<file path="src/sv/assert_macros.svh">
// Assertion macros shared by the CoAP message parser RTL.
// Included by files that carry concurrent checks; no other dependencies.
`ifndef ASSERT_MACROS_SVH
`define ASSERT_MACROS_SVH

`ifndef SYNTHESIS

// Same-cycle implication, disabled while reset is asserted.
`define CMP_ASSERT_IMPLY(lbl, clk, rstn, ante, cons, msg) \
    lbl: assert property (@(posedge clk) disable iff (!(rstn)) (ante) |-> (cons)) \
        else $error(msg);

// Next-cycle implication, disabled while reset is asserted.
`define CMP_ASSERT_NEXT(lbl, clk, rstn, ante, cons, msg) \
    lbl: assert property (@(posedge clk) disable iff (!(rstn)) (ante) |=> (cons)) \
        else $error(msg);

`else

`define CMP_ASSERT_IMPLY(lbl, clk, rstn, ante, cons, msg)
`define CMP_ASSERT_NEXT(lbl, clk, rstn, ante, cons, msg)

`endif

`endif

</file>
<file path="src/sv/cmp_pkg.sv">
// Types and constants of the CoAP message parser.
// No dependencies; used by cmp_result_if and all parser modules.
package cmp_pkg;

    // Width of the payload offset and count fields of a result word.
    localparam int unsigned PAY_W  = 11;
    // Width of the option value skip counter (two-byte extension plus 269).
    localparam int unsigned SKIP_W = 17;

    // Parse phases.
    localparam logic [3:0] PH_HEADER  = 4'd0;
    localparam logic [3:0] PH_TOKEN   = 4'd1;
    localparam logic [3:0] PH_OPTION  = 4'd2;
    localparam logic [3:0] PH_DEXT1   = 4'd3;
    localparam logic [3:0] PH_DEXT2A  = 4'd4;
    localparam logic [3:0] PH_DEXT2B  = 4'd5;
    localparam logic [3:0] PH_LEXT1   = 4'd6;
    localparam logic [3:0] PH_LEXT2A  = 4'd7;
    localparam logic [3:0] PH_LEXT2B  = 4'd8;
    localparam logic [3:0] PH_SKIP    = 4'd9;
    localparam logic [3:0] PH_PAYLOAD = 4'd10;
    localparam logic [3:0] PH_ERROR   = 4'd11;

    // Result status codes.
    localparam logic [2:0] ST_OK_NONE   = 3'd0;
    localparam logic [2:0] ST_OK_PAY    = 3'd1;
    localparam logic [2:0] ST_SHORT     = 3'd2;
    localparam logic [2:0] ST_TOKEN     = 3'd3;
    localparam logic [2:0] ST_EXT_CUT   = 3'd4;
    localparam logic [2:0] ST_NIBBLE15  = 3'd5;
    localparam logic [2:0] ST_OPT_OVER  = 3'd6;
    localparam logic [2:0] ST_TOO_LONG  = 3'd7;

    // Special byte and nibble values of the option encoding.
    localparam logic [7:0] PAYLOAD_MARKER = 8'hFF;
    localparam logic [3:0] NIB_EXT1       = 4'd13;
    localparam logic [3:0] NIB_EXT2       = 4'd14;
    localparam logic [3:0] NIB_RESERVED   = 4'd15;
    localparam logic [SKIP_W-1:0] EXT1_BIAS = SKIP_W'(13);
    localparam logic [SKIP_W-1:0] EXT2_BIAS = SKIP_W'(269);

    // One message byte held in the input register.
    typedef struct packed {
        logic [7:0] data;
        logic       last;
    } cmp_byte_t;

    // One result word.
    typedef struct packed {
        logic [2:0]       status;
        logic [7:0]       msg_code;
        logic [3:0]       token_len;
        logic [PAY_W-1:0] payload_start;
        logic [PAY_W-1:0] payload_bytes;
    } cmp_result_t;

endpackage

</file>
<file path="src/sv/cmp_msg_if.sv">
// Byte channel into the CoAP message parser: valid/ready plus one message byte.
// Depends on nothing else.
interface cmp_msg_if;
    logic       valid;
    logic       ready;
    logic [7:0] data_byte;
    logic       final_byte;

    modport source (output valid, output data_byte, output final_byte, input ready);
    modport sink   (input valid, input data_byte, input final_byte, output ready);
endinterface

</file>
<file path="src/sv/cmp_result_if.sv">
// Result channel out of the CoAP message parser: valid/ready plus one result word.
// Depends on cmp_pkg for the payload field width.
interface cmp_result_if;
    logic                      valid;
    logic                      ready;
    logic [2:0]                status;
    logic [7:0]                msg_code;
    logic [3:0]                token_len;
    logic [cmp_pkg::PAY_W-1:0] payload_start;
    logic [cmp_pkg::PAY_W-1:0] payload_bytes;

    modport source (output valid, output status, output msg_code, output token_len,
                    output payload_start, output payload_bytes, input ready);
    modport sink   (input valid, input status, input msg_code, input token_len,
                    input payload_start, input payload_bytes, output ready);
endinterface

</file>
<file path="src/sv/cmp_byte_stage.sv">
// Input register of the CoAP message parser: captures one byte word per cycle while it is empty or its word moves on.
// Depends on cmp_pkg and cmp_msg_if.
module cmp_byte_stage (
    input  logic              clk,
    input  logic              rst_n,
    cmp_msg_if.sink           msg,
    input  logic              advance,
    output logic              byte_valid,
    output cmp_pkg::cmp_byte_t byte_word
);

    logic               valid_reg;
    cmp_pkg::cmp_byte_t word_reg;
    logic               take;

    // The register refills whenever it is empty or its word moves on.
    assign msg.ready = !valid_reg || advance;
    assign take      = msg.valid && msg.ready;

    always_ff @(posedge clk or negedge rst_n)
    begin
        if (!rst_n)
        begin
            valid_reg <= 1'b0;
        end
        else if (msg.ready)
        begin
            valid_reg <= msg.valid;
        end
    end

    // Payload register needs no reset.
    always_ff @(posedge clk)
    begin
        if (take)
        begin
            word_reg.data <= msg.data_byte;
            word_reg.last <= msg.final_byte;
        end
    end

    assign byte_valid = valid_reg;
    assign byte_word  = word_reg;

endmodule

</file>
<file path="src/sv/cmp_parse_core.sv">
// Parse state of the CoAP message parser: header, token and option walk, one byte a cycle when stepped.
// Depends on cmp_pkg; produces the result word on the final byte.
module cmp_parse_core #(
    parameter int unsigned MAX_MESSAGE_LEN = 1024
) (
    input  logic                 clk,
    input  logic                 rst_n,
    input  logic                 step,
    input  cmp_pkg::cmp_byte_t   byte_word,
    output logic                 done,
    output cmp_pkg::cmp_result_t result_word
);

    // The byte counter saturates at MAX_MESSAGE_LEN + 1.
    localparam int unsigned IDX_W = $clog2(MAX_MESSAGE_LEN + 2);
    localparam logic [IDX_W-1:0] IDX_MAX = IDX_W'(MAX_MESSAGE_LEN);

    logic [IDX_W-1:0]          byte_index_reg, byte_index_next;
    logic [3:0]                phase_reg, phase_next;
    logic [3:0]                token_left_reg, token_left_next;
    logic [7:0]                code_reg, code_next;
    logic [3:0]                tkl_reg, tkl_next;
    logic [3:0]                length_nibble_reg, length_nibble_next;
    logic [7:0]                ext_high_reg, ext_high_next;
    logic [cmp_pkg::SKIP_W-1:0] skip_left_reg, skip_left_next;
    logic [2:0]                error_code_reg, error_code_next;
    logic [IDX_W-1:0]          marker_offset_reg, marker_offset_next;

    logic [7:0]                 b;
    logic [IDX_W-1:0]           pos;
    logic [3:0]                 len_nib;
    logic [3:0]                 len_phase;
    logic [cmp_pkg::SKIP_W-1:0] len_skip;
    logic [cmp_pkg::SKIP_W-1:0] ext_value;
    logic [cmp_pkg::SKIP_W-1:0] skip_dec;
    logic [IDX_W-1:0]           msg_len;
    logic [IDX_W-1:0]           pay_count;

    assign b   = byte_word.data;
    assign pos = byte_index_reg;

    // Length nibble comes from this byte in the option phase, else from the saved one.
    assign len_nib = (phase_reg == cmp_pkg::PH_OPTION) ? b[3:0] : length_nibble_reg;
    assign len_skip = cmp_pkg::SKIP_W'(len_nib);

    // Phase that follows a completed delta part, driven by the length nibble.
    always_comb
    begin
        unique case (len_nib)
            cmp_pkg::NIB_RESERVED: len_phase = cmp_pkg::PH_ERROR;
            cmp_pkg::NIB_EXT1:     len_phase = cmp_pkg::PH_LEXT1;
            cmp_pkg::NIB_EXT2:     len_phase = cmp_pkg::PH_LEXT2A;
            default:               len_phase = (len_nib == 4'd0) ? cmp_pkg::PH_OPTION
                                                                 : cmp_pkg::PH_SKIP;
        endcase
    end

    // Extended option length, one-byte or two-byte form.
    assign ext_value = (phase_reg == cmp_pkg::PH_LEXT1)
                     ? cmp_pkg::SKIP_W'(b) + cmp_pkg::EXT1_BIAS
                     : cmp_pkg::SKIP_W'({ext_high_reg, b}) + cmp_pkg::EXT2_BIAS;
    assign skip_dec  = skip_left_reg - cmp_pkg::SKIP_W'(1);

    // Next parse state for the byte in the input register.
    always_comb
    begin
        phase_next         = phase_reg;
        token_left_next    = token_left_reg;
        code_next          = code_reg;
        tkl_next           = tkl_reg;
        length_nibble_next = length_nibble_reg;
        ext_high_next      = ext_high_reg;
        skip_left_next     = skip_left_reg;
        error_code_next    = error_code_reg;
        marker_offset_next = marker_offset_reg;

        unique case (phase_reg)
            cmp_pkg::PH_HEADER:
            begin
                if (pos == IDX_W'(0))
                begin
                    tkl_next = b[3:0];
                end
                else if (pos == IDX_W'(1))
                begin
                    code_next = b;
                end
                else if (pos >= IDX_W'(3))
                begin
                    token_left_next = tkl_reg;
                    phase_next = (tkl_reg == 4'd0) ? cmp_pkg::PH_OPTION : cmp_pkg::PH_TOKEN;
                end
            end
            cmp_pkg::PH_TOKEN:
            begin
                token_left_next = token_left_reg - 4'd1;
                if (token_left_reg == 4'd1)
                begin
                    phase_next = cmp_pkg::PH_OPTION;
                end
            end
            cmp_pkg::PH_OPTION:
            begin
                if (b == cmp_pkg::PAYLOAD_MARKER)
                begin
                    marker_offset_next = pos + IDX_W'(1);
                    phase_next = cmp_pkg::PH_PAYLOAD;
                end
                else
                begin
                    length_nibble_next = b[3:0];
                    if (b[7:4] == cmp_pkg::NIB_RESERVED)
                    begin
                        error_code_next = cmp_pkg::ST_NIBBLE15;
                        phase_next = cmp_pkg::PH_ERROR;
                    end
                    else if (b[7:4] == cmp_pkg::NIB_EXT1)
                    begin
                        phase_next = cmp_pkg::PH_DEXT1;
                    end
                    else if (b[7:4] == cmp_pkg::NIB_EXT2)
                    begin
                        phase_next = cmp_pkg::PH_DEXT2A;
                    end
                    else
                    begin
                        phase_next = len_phase;
                        skip_left_next = len_skip;
                        if (len_phase == cmp_pkg::PH_ERROR)
                        begin
                            error_code_next = cmp_pkg::ST_NIBBLE15;
                        end
                    end
                end
            end
            cmp_pkg::PH_DEXT1, cmp_pkg::PH_DEXT2B:
            begin
                phase_next = len_phase;
                skip_left_next = len_skip;
                if (len_phase == cmp_pkg::PH_ERROR)
                begin
                    error_code_next = cmp_pkg::ST_NIBBLE15;
                end
            end
            cmp_pkg::PH_DEXT2A:
            begin
                phase_next = cmp_pkg::PH_DEXT2B;
            end
            cmp_pkg::PH_LEXT1, cmp_pkg::PH_LEXT2B:
            begin
                skip_left_next = ext_value;
                phase_next = (ext_value == '0) ? cmp_pkg::PH_OPTION : cmp_pkg::PH_SKIP;
            end
            cmp_pkg::PH_LEXT2A:
            begin
                ext_high_next = b;
                phase_next = cmp_pkg::PH_LEXT2B;
            end
            cmp_pkg::PH_SKIP:
            begin
                skip_left_next = skip_dec;
                if (skip_dec == '0)
                begin
                    phase_next = cmp_pkg::PH_OPTION;
                end
            end
            default:
            begin
                // Payload, error and unused codes absorb the byte.
            end
        endcase
    end

    // Saturating byte count; after this byte it is the message length so far.
    assign byte_index_next = (byte_index_reg <= IDX_MAX) ? byte_index_reg + IDX_W'(1)
                                                         : byte_index_reg;
    assign msg_len   = byte_index_next;
    assign pay_count = msg_len - marker_offset_next;

    // Result word, valid when the final byte is stepped.
    always_comb
    begin
        result_word.status        = cmp_pkg::ST_OK_NONE;
        result_word.payload_start = '0;
        result_word.payload_bytes = '0;
        if (msg_len > IDX_MAX)
        begin
            result_word.status = cmp_pkg::ST_TOO_LONG;
        end
        else if (error_code_next != 3'd0)
        begin
            result_word.status = error_code_next;
        end
        else if (msg_len < IDX_W'(4))
        begin
            result_word.status = cmp_pkg::ST_SHORT;
        end
        else if (phase_next == cmp_pkg::PH_TOKEN)
        begin
            result_word.status = cmp_pkg::ST_TOKEN;
        end
        else if (phase_next >= cmp_pkg::PH_DEXT1 && phase_next <= cmp_pkg::PH_LEXT2B)
        begin
            result_word.status = cmp_pkg::ST_EXT_CUT;
        end
        else if (phase_next == cmp_pkg::PH_SKIP)
        begin
            result_word.status = cmp_pkg::ST_OPT_OVER;
        end
        else if (phase_next == cmp_pkg::PH_PAYLOAD)
        begin
            result_word.status        = cmp_pkg::ST_OK_PAY;
            result_word.payload_start = cmp_pkg::PAY_W'(marker_offset_next);
            result_word.payload_bytes = cmp_pkg::PAY_W'(pay_count);
        end
        result_word.msg_code  = (msg_len >= IDX_W'(4)) ? code_next : 8'd0;
        result_word.token_len = tkl_next;
    end

    assign done = step && byte_word.last;

    // State registers; the final byte returns everything to the reset state.
    always_ff @(posedge clk or negedge rst_n)
    begin
        if (!rst_n)
        begin
            byte_index_reg    <= '0;
            phase_reg         <= cmp_pkg::PH_HEADER;
            token_left_reg    <= '0;
            code_reg          <= '0;
            tkl_reg           <= '0;
            length_nibble_reg <= '0;
            ext_high_reg      <= '0;
            skip_left_reg     <= '0;
            error_code_reg    <= '0;
            marker_offset_reg <= '0;
        end
        else if (done)
        begin
            byte_index_reg    <= '0;
            phase_reg         <= cmp_pkg::PH_HEADER;
            token_left_reg    <= '0;
            code_reg          <= '0;
            tkl_reg           <= '0;
            length_nibble_reg <= '0;
            ext_high_reg      <= '0;
            skip_left_reg     <= '0;
            error_code_reg    <= '0;
            marker_offset_reg <= '0;
        end
        else if (step)
        begin
            byte_index_reg    <= byte_index_next;
            phase_reg         <= phase_next;
            token_left_reg    <= token_left_next;
            code_reg          <= code_next;
            tkl_reg           <= tkl_next;
            length_nibble_reg <= length_nibble_next;
            ext_high_reg      <= ext_high_next;
            skip_left_reg     <= skip_left_next;
            error_code_reg    <= error_code_next;
            marker_offset_reg <= marker_offset_next;
        end
    end

endmodule

</file>
<file path="src/sv/coap_message_parser.sv">
// CoAP message parser: takes a message one byte word per cycle and, on the word
// flagged final, returns one result word with status, code, token length and the
// payload offset and count. Throughput is one byte per cycle, sustained across
// message boundaries; a result becomes valid once its final byte has passed through
// the input register and then been captured by the result register. The input side
// stalls only when a final byte reaches the parse stage while the previous result
// still waits in the result register. Messages longer than MAX_MESSAGE_LEN give
// the too-long status; the byte counter saturates so any length is safe.
// Depends on cmp_pkg, cmp_msg_if, cmp_result_if, cmp_byte_stage, cmp_parse_core.
`include "assert_macros.svh"

module coap_message_parser #(
    parameter int unsigned MAX_MESSAGE_LEN = 1024
) (
    input  logic          clk,
    input  logic          rst_n,
    cmp_msg_if.sink       msg,
    cmp_result_if.source  result
);

    logic                 byte_valid;
    cmp_pkg::cmp_byte_t   byte_word;
    logic                 advance;
    logic                 step;
    logic                 done;
    cmp_pkg::cmp_result_t core_result;
    logic                 out_valid_reg;
    cmp_pkg::cmp_result_t result_reg;

    // A byte moves on unless it is final and the result register is full and not being taken.
    assign advance = !byte_word.last || !out_valid_reg || result.ready;
    assign step    = byte_valid && advance;

    cmp_byte_stage u_byte_stage (
        .clk        (clk),
        .rst_n      (rst_n),
        .msg        (msg),
        .advance    (advance),
        .byte_valid (byte_valid),
        .byte_word  (byte_word)
    );

    cmp_parse_core #(
        .MAX_MESSAGE_LEN (MAX_MESSAGE_LEN)
    ) u_parse_core (
        .clk         (clk),
        .rst_n       (rst_n),
        .step        (step),
        .byte_word   (byte_word),
        .done        (done),
        .result_word (core_result)
    );

    // Result register valid flag.
    always_ff @(posedge clk or negedge rst_n)
    begin
        if (!rst_n)
        begin
            out_valid_reg <= 1'b0;
        end
        else if (done)
        begin
            out_valid_reg <= 1'b1;
        end
        else if (result.ready)
        begin
            out_valid_reg <= 1'b0;
        end
    end

    // Result payload register.
    always_ff @(posedge clk)
    begin
        if (done)
        begin
            result_reg <= core_result;
        end
    end

    assign result.valid         = out_valid_reg;
    assign result.status        = result_reg.status;
    assign result.msg_code      = result_reg.msg_code;
    assign result.token_len     = result_reg.token_len;
    assign result.payload_start = result_reg.payload_start;
    assign result.payload_bytes = result_reg.payload_bytes;

    // A new result never overwrites one that has not been taken.
    `CMP_ASSERT_IMPLY(a_no_overwrite, clk, rst_n, done, !out_valid_reg || result.ready,
        "result register overwritten before it was taken")

    // A payload starts after the four header bytes and the marker.
    `CMP_ASSERT_IMPLY(a_payload_offset, clk, rst_n,
        out_valid_reg && result_reg.status == cmp_pkg::ST_OK_PAY,
        result_reg.payload_start >= cmp_pkg::PAY_W'(5),
        "payload offset inside the header")

    // Payload fields are zero for every status other than ok with payload.
    `CMP_ASSERT_IMPLY(a_payload_zero, clk, rst_n,
        out_valid_reg && result_reg.status != cmp_pkg::ST_OK_PAY,
        result_reg.payload_start == '0 && result_reg.payload_bytes == '0,
        "payload fields set without a payload")

    // A final byte that steps the parser always shows up as a result next cycle.
    `CMP_ASSERT_NEXT(a_done_visible, clk, rst_n, done, out_valid_reg,
        "final byte did not produce a result")

endmodule
</file>
<file path="src/flat_wrapper.sv">
// flat-port wrapper written by rule: the top's interface ports become plain ports
module coap_message_parser_flat 
#(
    parameter int unsigned MAX_MESSAGE_LEN = 1024
)
  (clk, rst_n, msg_valid, msg_data_byte, msg_final_byte, msg_ready, result_valid, result_status, result_msg_code, result_token_len, result_payload_start, result_payload_bytes, result_ready);
  cmp_msg_if msg_i ();
  cmp_result_if result_i ();
  input  logic clk;
  input  logic rst_n;
  input wire logic [$bits(msg_i.valid)-1:0] msg_valid;
  input wire logic [$bits(msg_i.data_byte)-1:0] msg_data_byte;
  input wire logic [$bits(msg_i.final_byte)-1:0] msg_final_byte;
  output wire logic [$bits(msg_i.ready)-1:0] msg_ready;
  output wire logic [$bits(result_i.valid)-1:0] result_valid;
  output wire logic [$bits(result_i.status)-1:0] result_status;
  output wire logic [$bits(result_i.msg_code)-1:0] result_msg_code;
  output wire logic [$bits(result_i.token_len)-1:0] result_token_len;
  output wire logic [$bits(result_i.payload_start)-1:0] result_payload_start;
  output wire logic [$bits(result_i.payload_bytes)-1:0] result_payload_bytes;
  input wire logic [$bits(result_i.ready)-1:0] result_ready;
  assign msg_i.valid = msg_valid;
  assign msg_i.data_byte = msg_data_byte;
  assign msg_i.final_byte = msg_final_byte;
  assign msg_ready = msg_i.ready;
  assign result_valid = result_i.valid;
  assign result_status = result_i.status;
  assign result_msg_code = result_i.msg_code;
  assign result_token_len = result_i.token_len;
  assign result_payload_start = result_i.payload_start;
  assign result_payload_bytes = result_i.payload_bytes;
  assign result_i.ready = result_ready;
  coap_message_parser #(.MAX_MESSAGE_LEN(MAX_MESSAGE_LEN)) u_core (.clk(clk), .rst_n(rst_n), .msg(msg_i), .result(result_i));
endmodule
</file>
<file path="config.mk">
export PLATFORM = sky130hd
export DESIGN_NAME = coap_message_parser_flat
export DESIGN_NICKNAME = d
export VERILOG_FILES = /design/src/sv/cmp_pkg.sv /design/src/sv/cmp_msg_if.sv /design/src/sv/cmp_result_if.sv /design/src/sv/cmp_byte_stage.sv /design/src/sv/cmp_parse_core.sv /design/src/sv/coap_message_parser.sv /design/src/flat_wrapper.sv
export VERILOG_INCLUDE_DIRS = /design/src /design/src/sv
export SDC_FILE = /design/constraint.sdc
export NUM_CORES = 1
export LEC_CHECK = 0
export CAP_MARGIN = 20
export CORE_UTILIZATION = 64
export CTS_CLUSTER_DIAMETER = 60
export DETAILED_ROUTE_END_ITERATION = 16
export DONT_BUFFER_PORTS = 1
export PLACE_DENSITY = 0.8
export SETUP_SLACK_MARGIN = 0.1
export SLEW_MARGIN = 15
export SYNTH_ARGS = -nofsm -noshare
export SYNTH_HDL_FRONTEND = slang
export SYNTH_SLANG_ARGS = --single-unit
</file>
<file path="constraint.sdc">
create_clock -name clk -period 6.62 [get_ports clk]
set_clock_uncertainty 0.1 [all_clocks]
set_input_delay 0.331 -clock clk [delete_from_list [all_inputs] [get_ports clk]]
set_output_delay 0.331 -clock clk [all_outputs]
set_load 0.005 [all_outputs]
</file>
==> impl_metrics.py, run 1 <==
metrics = {
    "floorplanning": {
        "fp.dieH_um": 110,
        "coreArea_um2": 11100,
        "fp-row-count": 38,
        "io_pins": 52,
        "die-area_um2": 12000,
        "die_w_um": 110,
        "initial_core_util": 0.669,
    },
    "critical_path": {
        "slowest_stage": "or4b_2",
        "critPathMaxFanout": 21,
        "cp_num_buf_inv": 2,
        "path_cells": "or4b_2 -> nor3_1 -> buf_4 -> mux2i_1 -> inv_1 -> fa_1 -> nor2b_1 -> o21ai_0 -> a21boi_0 -> o21ai_0 -> a21oi_1 -> a31oi_1 -> xnor2_1 -> nor2_1",
        "crit_required_ns": 6.69,
        "critPathKind": "flop to flop",
        "rr_worst_depth": 14,
        "cpLargestDelayFamily": "simple AND/OR/NAND/NOR gates",
        "startpoint_type": "flop",
        "cp-end-kind": "flop",
        "path_common_cell": "o21ai_0",
        "crit_arrival_ns": 4.92,
        "slowest_delay_ns": 0.93,
        "path_depth": 14,
    },
    "global_route": {
        "track_usage": 0.349,
        "grt_pass1_vias": 5841,
        "grt_max_degree": 77,
        "antenna_found_initial": 0,
        "grt.overflow.total": 0,
        "grt_pass1_wl_mm": 31.2,
    },
    "cts": {
        "cts_setup_buffers": 0,
        "path_clk_slew_ns": 0.06,
        "clockBufferDepth": 2,
        "cts_tree": "built",
        "clk_latency_ns": 0.42,
        "clock_sinks": 122,
        "cts-buffers-inserted": 17,
        "cts_max_level": 4,
        "cts-root-buf": "clkbuf_16",
    },
    "place": {
        "port_buffers": 0,
        "dpl.hpwl_mm": 13.3,
        "globalplace.congestion": 0.929,
        "placedCellCount": 902,
    },
    "layout": {
        "nets": 826,
        "drive_above_1_share": 0.0706,
        "fin_cells": 947,
        "layout_common_cells": "92 x nand2_1, 87 x nor2_1, 76 x dfrtp_1",
        "layout_commonest_cell": "nand2_1",
        "post-route-util": 0.735,
        "largest_reg_flops": 17,
        "syn_to_final_growth_pct": 9.95,
        "diodes": 0,
    },
    "sta": {
        "setup_viol_count_final": 0,
        "worst_pin_slew_ns": 0.820,
        "hold_violations": 0,
        "max_freq_mhz": 206,
        "slew_viol_final": 0,
        "rsz0062_at_grt": "false",
        "maxSlewHeadroom": 0.450,
        "final.min_clock_period_ns": 4.85,
        "setup-tns-final_ns": 0,
        "post-route-period-util": 0.733,
    },
    "detailed_routing": {
        "via_per_inst": 6.70,
        "vias": 6343,
        "drc": 0,
        "drt_first_iter_violations": 745,
        "wl_mm": 19.7,
        "dr.pass1.iters": 5,
        "wl_per_cell_um": 20.8,
        "postRouteAntennaNets": 0,
    },
    "logic_synthesis": {
        "syn_area_um2": 7410,
        "mappedNetlistNets": 841,
        "netlist_instances": 809,
        "seq_area_frac_synth": 0.443,
        "yosys_register_bits": 122,
        "yosys_warnings": 0,
        "avgSynthCellArea_um2": 9.15,
        "synth_edf_count": 46,
        "yosysUniqueCellTypes": 71,
        "async_reset_ff_frac": 0.623,
        "synth_ff_type": "dfrtp_1",
    },
    "hold_path": {
        "hold_class": "input pin to flop",
        "whs_path_depth": 2,
    },
    "pwr": {
        "peakVddDrop_mv": 0.345,
        "power_density_nw_per_um2": 363,
        "p_leak_uw": 0.00325,
    },
    "job": {
        "cap_violations": 0,
    },
    "status": {
        "status": "finished clean",
    },
}
## stage by stage
stage	hold slack [ns]	setup WS [ns]	power, uW	cell area (um2)
floorplan	-0.0646	2.02	1740	7410
global placement	-0.0586	2.04	1920	7380
detailed placement	-0.0585	1.86	1960	7380
CTS	0.0541	1.83	2930	8140
global route	0.0976	1.42	3100	8140
finish	0.0968	1.77	2960	8140
## synthesized netlist by cell type, drive strengths merged (9+ instances only)
master  number  area [um2]
clkbuf      37         139
nand2       92         345
xor2        18         158
or4          9        78.8
edfxtp      46        1380
nor2        88         330
o31ai        9        81.3
nand2b      14        87.6
ha          18         225
nor2b       11        68.8
o21ai       78         390
nand3       20         100
buf         15        95.1
inv         17        63.8
a22o        36         315
dfrtp       76        1900
xnor2       25         219
a21oi       37         185
nor3        27         146
## worst reg2reg max path, stage by stage (launching register included)
cell and delay, ns:
dfrtp_1 0.60, or4b_2 0.94, nor3_1 0.31, buf_4 0.22, mux2i_1 0.34, inv_1 0.11, fa_1 0.45, nor2b_1 0.16
o21ai_0 0.11, a21boi_0 0.45, o21ai_0 0.20, a21oi_1 0.24, a31oi_1 0.14, xnor2_1 0.16, nor2_1 0.06
## power by group
group | switching [uW] | total (uW) | internal [uW]
sequential | 142 | 1010 | 872
clock | 336 | 959 | 623
combinational | 602 | 982 | 380
total | 1080 | 2960 | 1880
## layout make-up
class / instances / area, um2
Inverter: 18 / 67.6
Sequential cell: 122 / 3280
Timing Repair Buffer: 18 / 185
Fill cell: 764 / 2940
Clock inverter: 14 / 179
Tap cell: 140 / 175
Multi-Input combinational cell: 617 / 3820
Clock buffer: 18 / 429
## metal layers
metal	GRT usage	wire length [um]	part of all wire
met1	0.507	8640	0.44
met2	0.500	8640	0.44
met3	0.0954	2040	0.10
met4	0.127	378	0.019
met5	0	0	0
## final timing paths
| check | from | to | slack, ns |
|---|---|---|---|
| setup / recovery | u_core.u_parse_core.phase_reg[0] | u_core.result.payload_bytes[10] | 1.77 |
| hold / removal | result_ready | u_core.u_byte_stage.byte_valid | 0.1 |
| setup reg to reg | u_core.u_parse_core.phase_reg[0] | u_core.result.payload_bytes[10] | 1.77 |
| hold reg to reg | u_core.u_parse_core.marker_offset_reg[6] | u_core.u_parse_core.marker_offset_reg[6] | 0.38 |
| max in group asynchronous | rst_n | u_core.u_parse_core.length_nibble_reg[2] | 5.70 |
| min in group asynchronous | rst_n | u_core.u_parse_core.marker_offset_reg[8] | 0.36 |
## kinds of logic after synthesis
logic type,Yosys count,share of synthesized area
AO/OA/AOI/OAI,226,0.204
adder cells (fa/ha/maj),19,0.0331
buffers and inverters,70,0.0407
flip-flops,122,0.443
XOR/XNOR,43,0.0509
multiplexers,10,0.0140
AND/OR/NAND/NOR,319,0.214
## what timing repair did
item / CTS / global route
gates resized for setup: 0 / 0
endpoints found under the hold margin: 87 / 0
hold buffers: 13 / 0
Power figures use the tool's default switching activity.
==> run 2, diff against run 1 <==
Clock period 6.62 ns to 4.52 ns, I/O delays scaled along.
==> run 2 against run 1 <==
Net effect: global-route usage increased by 0.31 points; sequential power increased by 40%; highest routed layer unchanged; flip-flop and latch count unchanged; maximum frequency increased by 15%; critical endpoint unchanged.
==> impl_metrics.py, run 2 (synthesis results as in run 1) <==
metrics = {
    "sta": {
        "setup-tns-final_ns": 0,
        "maxSlewHeadroom": 0.434,
        "hold_violations": 0,
        "worst_pin_slew_ns": 0.844,
        "max_freq_mhz": 236,
        "rsz0062_at_grt": "false",
        "post-route-period-util": 0.936,
        "setup_viol_count_final": 0,
        "final.setup.worst_slack_ns": 0.291,
        "final.min_clock_period_ns": 4.23,
        "slew_viol_final": 0,
    },
    "critical_path": {
        "startpoint_type": "flop",
        "path_cells": "or4b_2 -> nor3_2 -> mux2i_2 -> inv_1 -> fa_1 -> nor2b_1 -> o21ai_0 -> a21boi_0 -> o21ai_0 -> a21oi_1 -> a31oi_1 -> xnor2_1 -> nor2_1",
        "slowest_delay_ns": 0.71,
        "rr_worst_depth": 13,
        "crit_arrival_ns": 4.29,
        "slowest_stage": "or4b_2",
        "crit_required_ns": 4.59,
        "critPathKind": "flop to flop",
        "path_common_cell": "o21ai_0",
        "cp_num_buf_inv": 1,
        "r2r_slack_ns": 0.29,
        "critPathMaxFanout": 4,
        "r2r-start": "u_core.u_parse_core.phase_reg[0]",
        "cpLargestDelayFamily": "simple AND/OR/NAND/NOR gates",
        "cp-end-kind": "flop",
        "r2r-end": "u_core.result.payload_bytes[10]",
    },
    "cts": {
        "cts-root-buf": "clkbuf_16",
        "cts-buffers-inserted": 17,
        "cts_tree": "built",
        "cts_setup_buffers": 0,
        "cts_max_level": 4,
        "path_clk_slew_ns": 0.06,
        "clk_latency_ns": 0.43,
        "clockBufferDepth": 2,
        "clock_sinks": 122,
    },
    "floorplanning": {
        "fp-row-count": 38,
        "coreArea_um2": 11100,
        "io_pins": 52,
        "fp.dieH_um": 110,
        "die-area_um2": 12000,
        "die_w_um": 110,
        "initial_core_util": 0.669,
    },
    "pwr": {
        "peakVddDrop_mv": 0.520,
        "p_leak_uw": 0.00335,
        "p_total_uw": 4380,
        "power_density_nw_per_um2": 526,
    },
    "detailed_routing": {
        "drt_first_iter_violations": 733,
        "wl_per_cell_um": 20.3,
        "dr.pass1.iters": 7,
        "postRouteAntennaNets": 0,
        "vias": 6431,
        "drc": 0,
        "wl_mm": 19.7,
        "via_per_inst": 6.64,
    },
    "hold_path": {
        "hold_class": "input pin to flop",
        "whs_path_depth": 1,
        "hold_start": "msg_valid",
        "worstHoldEndpoint": "u_core.u_byte_stage.byte_word[0]",
    },
    "global_route": {
        "antenna_found_initial": 0,
        "grt_pass1_vias": 6092,
        "grt.overflow.total": 0,
        "grt_pass1_wl_mm": 31.6,
        "track_usage": 0.353,
        "grt_max_degree": 77,
    },
    "place": {
        "dpl.hpwl_mm": 13.3,
        "pre_cts_ws_ns": 0.316,
        "port_buffers": 0,
        "place_area_um2": 7550,
        "globalplace.congestion": 0.935,
    },
    "layout": {
        "nets": 848,
        "layout_commonest_cell": "nand2_1",
        "diodes": 0,
        "drive_above_1_share": 0.103,
        "layout_common_cells": "92 x nand2_1, 88 x nor2_1, 76 x dfrtp_1",
        "finalInstanceArea_um2": 8330,
        "largest_reg_flops": 17,
        "seq_area_um2": 3280,
        "syn_to_final_growth_pct": 12.5,
        "n_fill_cell": 775,
        "multi_input_area_um2": 3830,
    },
    "status": {
        "status": "finished clean",
    },
    "job": {
        "cap_violations": 0,
    },
}
[run 2: worst max path at each step]
stage	startpoint	end	slack, ns	cells past startpoint
after floorplan	u_core.u_parse_core.phase_reg[3]	u_core.result.payload_bytes[10]	0.15	16
after global placement	u_core.u_parse_core.byte_index_reg[6]	u_core.result.payload_bytes[9]	0.46	13
after detailed placement	u_core.u_parse_core.phase_reg[0]	u_core.result.payload_bytes[10]	0.32	13
after CTS	u_core.u_parse_core.phase_reg[0]	u_core.result.payload_bytes[10]	0.29	13
after global routing	u_core.u_parse_core.byte_index_reg[6]	u_core.result.payload_bytes[9]	0.13	13
final	u_core.u_parse_core.phase_reg[0]	u_core.result.payload_bytes[10]	0.29	13
[run 2: per-layer routing]
layer / part of all wire / up-vias / global-route usage
met2: 0.45 / 346 / 0.515
li1: - / 2960 / -
met5: 0 / - / 0
met3: 0.10 / 25 / 0.116
met4: 0.011 / 0 / 0.105
met1: 0.44 / 3100 / 0.499
[run 2: cell type report]
class                           count  share of cell area
Timing Repair Buffer               40              0.0421
Tap cell                          140              0.0210
Clock buffer                       19              0.0544
Multi-Input combinational cell    617               0.460
Inverter                           18             0.00811
Clock inverter                     13              0.0198
Sequential cell                   122               0.394
[run 2: where the power goes]
part | internal (uW) | leakage (uW) | switching (uW)
Sequential | 1280 | 0.00148 | 134
Clock | 900 | 0.000293 | 523
Combinational | 600 | 0.00158 | 949
Total | 2780 | 0.00335 | 1610
[run 2: timing repair]
item                                    in CTS  in global routing
resized for setup                            0                  2
endpoints found under the setup margin       0                  2
endpoints found under the hold margin       87                  0
hold buffers                                13                  0
[run 2: stage by stage]
| step | std cells | hold WS (ns) | utilization |
|---|---|---|---|
| 2_1_floorplan | 809 | -0.170 | - |
| 3_3_place_gp | 923 | -0.164 | 0.681 |
| 3_5_place_dp | 924 | -0.165 | 0.682 |
| 4_1_cts | 969 | 0.136 | 0.751 |
| 5_1_grt | 969 | 0.153 | 0.752 |
| 6_report | 969 | 0.157 | 0.752 |
